**config.mk**
```make
export PLATFORM = sky130hd
export DESIGN_NAME = gateway_binary_frame_deframer_top
export DESIGN_NICKNAME = d
export VERILOG_FILES = /design/src/hw/rtl/gbfd_pkg.sv /design/src/hw/rtl/gateway_binary_frame_deframer_top.sv
export VERILOG_INCLUDE_DIRS = /design/src /design/src/hw/rtl
export SDC_FILE = /design/constraint.sdc
export NUM_CORES = 1
export LEC_CHECK = 0
export BUFFER_PORTS_ARGS = -buffer_cell sky130_fd_sc_hd__buf_2
export CAP_MARGIN = 20
export CORE_MARGIN = 2
export CORE_UTILIZATION = 47
export CTS_CLUSTER_DIAMETER = 40
export DETAILED_ROUTE_END_ITERATION = 16
export PLACE_DENSITY_LB_ADDON = 0.05
export SLEW_MARGIN = 20
export SYNTH_ARGS = -nofsm -noshare
export SYNTH_HDL_FRONTEND = slang
export SYNTH_SLANG_ARGS = --single-unit
```
**constraint.sdc**
```tcl
create_clock -name clk -period 8.2 [get_ports clk]
set_input_delay 0.82 -clock clk [delete_from_list [all_inputs] [get_ports clk]]
set_output_delay 0.82 -clock clk [all_outputs]
set_load 0.1 [all_outputs]
```
**src/hw/rtl/gateway_binary_frame_deframer_top_macros.svh**
```systemverilog
// assertion macros for the gateway binary frame deframer
`ifndef GATEWAY_BINARY_FRAME_DEFRAMER_TOP_MACROS_SVH
`define GATEWAY_BINARY_FRAME_DEFRAMER_TOP_MACROS_SVH

// condition that must hold at every edge outside reset
`define GBFD_AST_HOLD(lbl, expr) \
	lbl: assert property (@(posedge clk) disable iff (!arst_n) (expr)) \
		else $error("deframer check failed");

// antecedent implies consequent at the same edge
`define GBFD_AST_IMPL(lbl, ante, cons) \
	lbl: assert property (@(posedge clk) disable iff (!arst_n) (ante) |-> (cons)) \
		else $error("deframer check failed");

// antecedent implies consequent at the next edge
`define GBFD_AST_NEXT(lbl, ante, cons) \
	lbl: assert property (@(posedge clk) disable iff (!arst_n) (ante) |=> (cons)) \
		else $error("deframer check failed");

`endif

```
**src/hw/rtl/gbfd_pkg.sv**
```systemverilog
// types and constants of the gateway binary frame deframer
package gbfd_pkg;

	typedef enum logic [1:0] {
		KIND_HEADER  = 2'd0,
		KIND_PAYLOAD = 2'd1,
		KIND_DROP    = 2'd2
	} kind_t;

	localparam logic [1:0] REG_SYNC_VALUE   = 2'd0;
	localparam logic [1:0] REG_FLAG_MASK    = 2'd1;
	localparam logic [1:0] REG_VIDEO_MARKER = 2'd2;
	localparam logic [1:0] REG_TEXT_MARKER  = 2'd3;

	localparam logic [7:0] SYNC_RESET   = 8'hA5;
	localparam logic [7:0] FLAG_RESET   = 8'h80;
	localparam logic [7:0] VIDEO_RESET  = 8'hFE;
	localparam logic [7:0] TEXT_RESET   = 8'hFD;
	localparam logic [7:0] PF_PDU2_MIN  = 8'hF0;
	localparam logic [7:0] BROADCAST    = 8'hFF;
	localparam logic [1:0] TYPE_LONGLEN = 2'd3;

	typedef struct packed {
		kind_t       kind;
		logic [16:0] group_number;
		logic [2:0]  priority_res;
		logic [7:0]  source;
		logic [7:0]  destination;
		logic [1:0]  message_type;
		logic [15:0] payload_length;
		logic [7:0]  data_byte;
		logic        last;
	} res_t;

endpackage

```
**src/hw/rtl/gateway_binary_frame_deframer_top.sv**
```systemverilog
// Gateway binary frame deframer: takes one received byte per item and returns at most one
// result per byte (frame header, payload byte or dropped byte). A byte is decoded in the cycle
// it is accepted, against the frame phase register, and its result is registered, so the block
// sustains one byte per clock as long as in_ready stays high. Results leave
// through a two-entry output buffer, so in_ready stays high while one result waits; it falls
// only when both entries are full. The header goes out as soon as the length bytes are in.
module gateway_binary_frame_deframer_top (
	input  logic                clk,
	input  logic                arst_n,
	input  logic                in_valid,
	output logic                in_ready,
	input  logic [7:0]          rx_byte,
	output logic                out_valid,
	input  logic                out_ready,
	output gbfd_pkg::kind_t     kind,
	output logic [16:0]         group_number,
	output logic [2:0]          priority_res,
	output logic [7:0]          source,
	output logic [7:0]          destination,
	output logic [1:0]          message_type,
	output logic [15:0]         payload_length,
	output logic [7:0]          data_byte,
	output logic                last,
	input  logic                cfg_we,
	input  logic [1:0]          cfg_index,
	input  logic [7:0]          cfg_data
);
	import gbfd_pkg::*;

	typedef enum logic [3:0] {
		PH_HUNT, PH_FLAG, PH_PF, PH_PS, PH_SRC, PH_LEN0, PH_LEN1, PH_DATA, PH_SKIP
	} phase_t;

	logic [7:0] sync_value_q, flag_mask_q, video_marker_q, text_marker_q;
	phase_t     phase_q, phase_d;
	logic [7:0] flag_q, pf_q, ps_q, src_q, len_low_q;
	logic [15:0] left_q, left_d;

	res_t out_q, skid_q, res_d;
	logic out_valid_q, skid_valid_q, res_vld;
	logic in_fire, out_fire;

	logic   hunt_vld;
	phase_t hunt_phase;
	logic [15:0] len_sel, left_dec;

	assign in_ready  = !skid_valid_q;
	assign in_fire   = in_valid && in_ready;
	assign out_valid = out_valid_q;
	assign out_fire  = out_valid_q && out_ready;

	// configuration registers
	always_ff @(posedge clk or negedge arst_n) begin
		if (!arst_n) begin
			sync_value_q   <= SYNC_RESET;
			flag_mask_q    <= FLAG_RESET;
			video_marker_q <= VIDEO_RESET;
			text_marker_q  <= TEXT_RESET;
		end else if (cfg_we) begin
			case (cfg_index)
				REG_SYNC_VALUE:   sync_value_q   <= cfg_data;
				REG_FLAG_MASK:    flag_mask_q    <= cfg_data;
				REG_VIDEO_MARKER: video_marker_q <= cfg_data;
				REG_TEXT_MARKER:  text_marker_q  <= cfg_data;
				default:          sync_value_q   <= sync_value_q;
			endcase
		end
	end

	// byte seen while hunting for a frame start
	always_comb begin
		hunt_vld   = 1'b0;
		hunt_phase = PH_HUNT;
		if (rx_byte == sync_value_q) begin
			hunt_phase = PH_FLAG;
		end else if (rx_byte == video_marker_q || rx_byte == text_marker_q || !rx_byte[7]) begin
			// a bare nul is an empty message
			hunt_phase = (rx_byte == 8'd0) ? PH_HUNT : PH_SKIP;
		end else begin
			hunt_vld = 1'b1;
		end
	end

	assign len_sel  = (phase_q == PH_LEN1) ? {rx_byte, len_low_q} : {8'd0, rx_byte};
	assign left_dec = left_q - 16'd1;

	always_comb begin
		phase_d = phase_q;
		left_d  = left_q;
		res_vld = 1'b0;
		res_d   = '0;
		case (phase_q)
			PH_FLAG: begin
				if ((rx_byte & flag_mask_q) == 8'd0) begin
					phase_d = hunt_phase;
					res_vld = hunt_vld;
					res_d.kind      = KIND_DROP;
					res_d.data_byte = rx_byte;
				end else begin
					phase_d = PH_PF;
				end
			end
			PH_PF:  phase_d = PH_PS;
			PH_PS:  phase_d = PH_SRC;
			PH_SRC: phase_d = PH_LEN0;
			PH_LEN0, PH_LEN1: begin
				if (phase_q == PH_LEN0 && flag_q[2:1] == TYPE_LONGLEN) begin
					phase_d = PH_LEN1;
				end else begin
					res_vld = 1'b1;
					res_d.kind           = KIND_HEADER;
					res_d.group_number   = {flag_q[0], pf_q, 8'd0};
					res_d.destination    = ps_q;
					if (pf_q >= PF_PDU2_MIN) begin
						res_d.group_number[7:0] = ps_q;
						res_d.destination       = BROADCAST;
					end
					res_d.priority_res   = flag_q[6:4];
					res_d.source         = src_q;
					res_d.message_type   = flag_q[2:1];
					res_d.payload_length = len_sel;
					res_d.last           = (len_sel == 16'd0);
					left_d  = len_sel;
					phase_d = (len_sel == 16'd0) ? PH_HUNT : PH_DATA;
				end
			end
			PH_DATA: begin
				left_d  = left_dec;
				res_vld = 1'b1;
				res_d.kind      = KIND_PAYLOAD;
				res_d.data_byte = rx_byte;
				res_d.last      = (left_dec == 16'd0);
				if (left_dec == 16'd0) phase_d = PH_HUNT;
			end
			PH_SKIP: begin
				if (rx_byte == 8'd0) phase_d = PH_HUNT;
			end
			default: begin
				phase_d = hunt_phase;
				res_vld = hunt_vld;
				res_d.kind      = KIND_DROP;
				res_d.data_byte = rx_byte;
			end
		endcase
	end

	// frame state
	always_ff @(posedge clk or negedge arst_n) begin
		if (!arst_n) begin
			phase_q   <= PH_HUNT;
			flag_q    <= '0;
			pf_q      <= '0;
			ps_q      <= '0;
			src_q     <= '0;
			len_low_q <= '0;
			left_q    <= '0;
		end else if (in_fire) begin
			phase_q <= phase_d;
			left_q  <= left_d;
			case (phase_q)
				PH_FLAG: if ((rx_byte & flag_mask_q) != 8'd0) flag_q <= rx_byte;
				PH_PF:   pf_q      <= rx_byte;
				PH_PS:   ps_q      <= rx_byte;
				PH_SRC:  src_q     <= rx_byte;
				PH_LEN0: len_low_q <= rx_byte;
				default: len_low_q <= len_low_q;
			endcase
		end
	end

	// two-entry output buffer: result register plus skid entry
	always_ff @(posedge clk or negedge arst_n) begin
		if (!arst_n) begin
			out_valid_q  <= 1'b0;
			skid_valid_q <= 1'b0;
		end else begin
			if (out_fire) begin
				out_valid_q  <= skid_valid_q;
				skid_valid_q <= 1'b0;
			end
			if (in_fire && res_vld) begin
				if (out_valid_q && !out_fire) skid_valid_q <= 1'b1;
				else out_valid_q <= 1'b1;
			end
		end
	end

	always_ff @(posedge clk) begin
		if (out_fire && skid_valid_q) out_q <= skid_q;
		if (in_fire && res_vld) begin
			if (out_valid_q && !out_fire) skid_q <= res_d;
			else out_q <= res_d;
		end
	end

	assign kind           = out_q.kind;
	assign group_number   = out_q.group_number;
	assign priority_res   = out_q.priority_res;
	assign source         = out_q.source;
	assign destination    = out_q.destination;
	assign message_type   = out_q.message_type;
	assign payload_length = out_q.payload_length;
	assign data_byte      = out_q.data_byte;
	assign last           = out_q.last;

`include "gateway_binary_frame_deframer_top_macros.svh"

	`GBFD_AST_IMPL(a_skid_behind_out, skid_valid_q, out_valid_q)
	`GBFD_AST_IMPL(a_data_has_bytes, phase_q == PH_DATA, left_q != 16'd0)
	`GBFD_AST_IMPL(a_drop_not_last, out_valid_q && out_q.kind == KIND_DROP, !out_q.last)
	`GBFD_AST_NEXT(a_result_lands, in_fire && res_vld, out_valid_q)

endmodule

```
==> results.yml <==
drt:
  viasPerCell: 5.51
  drc: 0
  antenna_left: 0
  wire_per_inst_um: 18.4
  wl_mm: 22.4
  drt_iter0_markers: 431
  via_count: 6716
  first_pass_iters: 5
yosys:
  yosys_warnings: 0
  synth_edf_count: 65
  synth_area_per_cell_um2: 11.4
  netlist_area_mm2: 0.00982
  yosys-top-cells-count: "a21oi_1 (94), dfrtp_1 (73), mux2_2 (73)"
  synthCells: 862
  synth.area.top_cells: "edfxtp_1 (20%), dfrtp_1 (19%), dfxtp_1 (13%), mux2_2 (8.4%), mux2i_1 (7.2%)"
  synth.top_cell.area_share_pct: 19.9
  ys_seq_elements: 222
  ys_seq_area_share_pct: 56.8
  yosysUniqueCellTypes: 61
  ys_async_sr_fraction_pct: 41.4
  synth.most_common_cell: "a21oi_1"
  synth_nets: 887
  synth_flop_cell: "dfrtp_1"
  yosys.area.top_type: "edfxtp_1"
run_status:
  status: "finished, final reports clean"
worst_setup_path:
  cp-end-kind: "flop"
  path_cells: "buf_2, a22oi_1, a41oi_1, nor3_1, nand4b_1, a21o_1, nor2_4, buf_4"
  r2r-end: "phase_q[3]"
  path_max_fanout: 52
  reg2reg_slack_ns: 4.87
  r2r-start: "phase_q[2]"
  startpoint_type: "input pin"
  crit_required_ns: 8.36
  slowest_delay_ns: 0.64
  arrival_ns: 3.53
  critPathKind: "input pin to flop"
  worstRegToRegCells: 6
  slowest_stage: "buf_4"
floorplan:
  row_count: 52
  coreArea_mm2: 0.0204
  die_area_mm2: 0.0221
  die_h_um: 149
  io_pins: 90
  start_util_pct: 48.2
  die_w_um: 149
global_route:
  antenna_found_initial: 0
  grt-ovfl-total: 0
  grt_pass1_wl_mm: 36.0
  grt_max_degree: 86
  grt_use_total_pct: 20.2
  grt_pass1_vias: 6719
sta:
  hold_violations: 0
  max_freq_mhz: 297
  fin_setup_tns_ns: 0
  finalCritPeriodShare_pct: 41.1
  rsz0062_at_grt: "false"
  worst_pin_slew_ns: 1.00
  setup_slack_ns: 4.83
  finClkSkew_ns: 0.0116
  setup_viol: 0
  max-slew-margin-rel_pct: 33.2
  drv_slew: 0
  fin_crit_ns: 3.37
flow_run:
  cap_violations: 0
power_and_ir_drop:
  peakVddDrop_mv: 0.195
  swShare_pct: 21.4
  power.share.clock_pct: 50.4
  p_int_w: 0.00205
  seqPwrFrac_pct: 45.8
  power_density_mw_per_mm2: 227
  combPwrFrac_pct: 3.8
  p_leak_nw: 5.71
  switchingPower_w: 0.000559
placed_design:
  portBuffers: 89
  finalWeightedCongestion: 0.889
  dpl_worst_slack_ns: 4.31
  place_hpwl_mm: 15.3
hold_path:
  hp-class: "input pin to async pin"
clock_tree:
  postCtsSetupBuffers: 0
  tritoncts: "built"
  path_clk_slew_ns: 0.06
  insertion_delay_ns: 0.53
  clock_path_buffers: 3
  root_buffer: "clkbuf_16"
  hold_buffers: 0
  cts.sinks: 222
  tritoncts.num_buffers: 31
  htreeDepth: 1
  cts_resized: 0
layout:
  drive_above_1_share_pct: 26.6
  diodes: 0
  synthToLayoutAreaGrowth_pct: 17.0
  n_fill_cell: 1732
  multi_input_area_mm2: 0.00400
  final_nets: 950
  regArea_mm2: 0.00558
==> power groups by stage <==
stage / clock, W / sequential, W / combinational [W]
final: 0.00132 / 0.00120 / 0.0000982
after global routing: 0.00140 / 0.00120 / 0.000109
after CTS: 0.00134 / 0.00120 / 0.0000998
after detailed placement: 0 / 0.00122 / 0.0000993
after global placement: 0 / 0.00122 / 0.0000954
after floorplan: 0 / 0.00121 / 0.0000666
==> state kept, by name, summed over array words and instances, names as in the netlist, 16 cells and up <==
register,count
skid_q,65
group_number,17
left_q,16
payload_length,16
==> layout make-up <==
| class | count | share of cell area (%) |
|---|---|---|
| clock buffers | 42 | 8.10 |
| clock inverters | 15 | 1.13 |
| inverters | 8 | 0.261 |
| multi-input cells | 568 | 34.8 |
| flip-flops and latches | 222 | 48.6 |
| well taps | 270 | 2.94 |
| repair buffers | 94 | 4.22 |
==> through the flow <==
| step | util [%] | cell area (µm²) | hold WS (ns) | total power (W) | std cells |
|---|---|---|---|---|---|
| final | 56.4 | 11500 | 0.197 | 0.00261 | 1219 |
| after global placement | 51.2 | 10400 | 0.489 | 0.00131 | 1162 |
| after CTS | 56.4 | 11500 | 0.189 | 0.00264 | 1219 |
| after floorplan | - | 9820 | 0.471 | 0.00128 | 862 |
| after detailed placement | 51.2 | 10400 | 0.486 | 0.00132 | 1162 |
| after global routing | 56.4 | 11500 | 0.198 | 0.00271 | 1219 |
==> cell usage in the layout (no fill, tap or decap), types with 15 or more instances in the layout <==
master      n
nand2_1    34
clkbuf_16  34
nor2_1     69
mux2i_1    71
mux2_2     73
dfstp_2    19
and2_1     39
a21oi_1    94
dfrtp_1    73
xnor2_1    15
o21ai_0    25
dfxtp_1    65
buf_2      88
edfxtp_1   65
==> critical path, delay by kind of cell <==
kind	cells	cell delay (ns)
compound gates	3	0.69
buf+inv	2	0.86
simple gates	3	1.09
==> worst max path at each step <==
stage / start / to / slack, ns / depth (start not counted)
2_1_floorplan: rx_byte[2] / skid_q[0] / 2.99 / 7
3_3_place_gp: rx_byte[4] / skid_q[2] / 4.42 / 8
3_5_place_dp: rx_byte[0] / skid_q[8] / 4.31 / 8
4_1_cts: rx_byte[0] / skid_q[31] / 4.86 / 8
5_1_grt: phase_q[2] / phase_q[3] / 4.55 / 6
6_report: rx_byte[0] / skid_q[1] / 4.83 / 8
==> metal layers <==
metal  wire, µm  GRT usage [%]  vias up  share of wire (%)
met5          0              0        -                  0
met4        395           5.10        0                1.8
met3        874           2.94       34                3.9
met2      10500           33.3      144                 47
met1      10600           28.4     3304                 47
li1           -              -     3234                  -
==> kinds of logic after synthesis <==
logic type	Yosys count	synth area share, %
adders and majority gates	2	0.255
AOI/OAI and AO/OA	172	10.2
DFF	222	56.8
and+or+nand+nor	223	11.8
muxes	146	15.8
xor gates and xnor gates	25	2.23
buffers and inverters	72	2.85
Note: power is estimated with default switching activity, not from simulation.
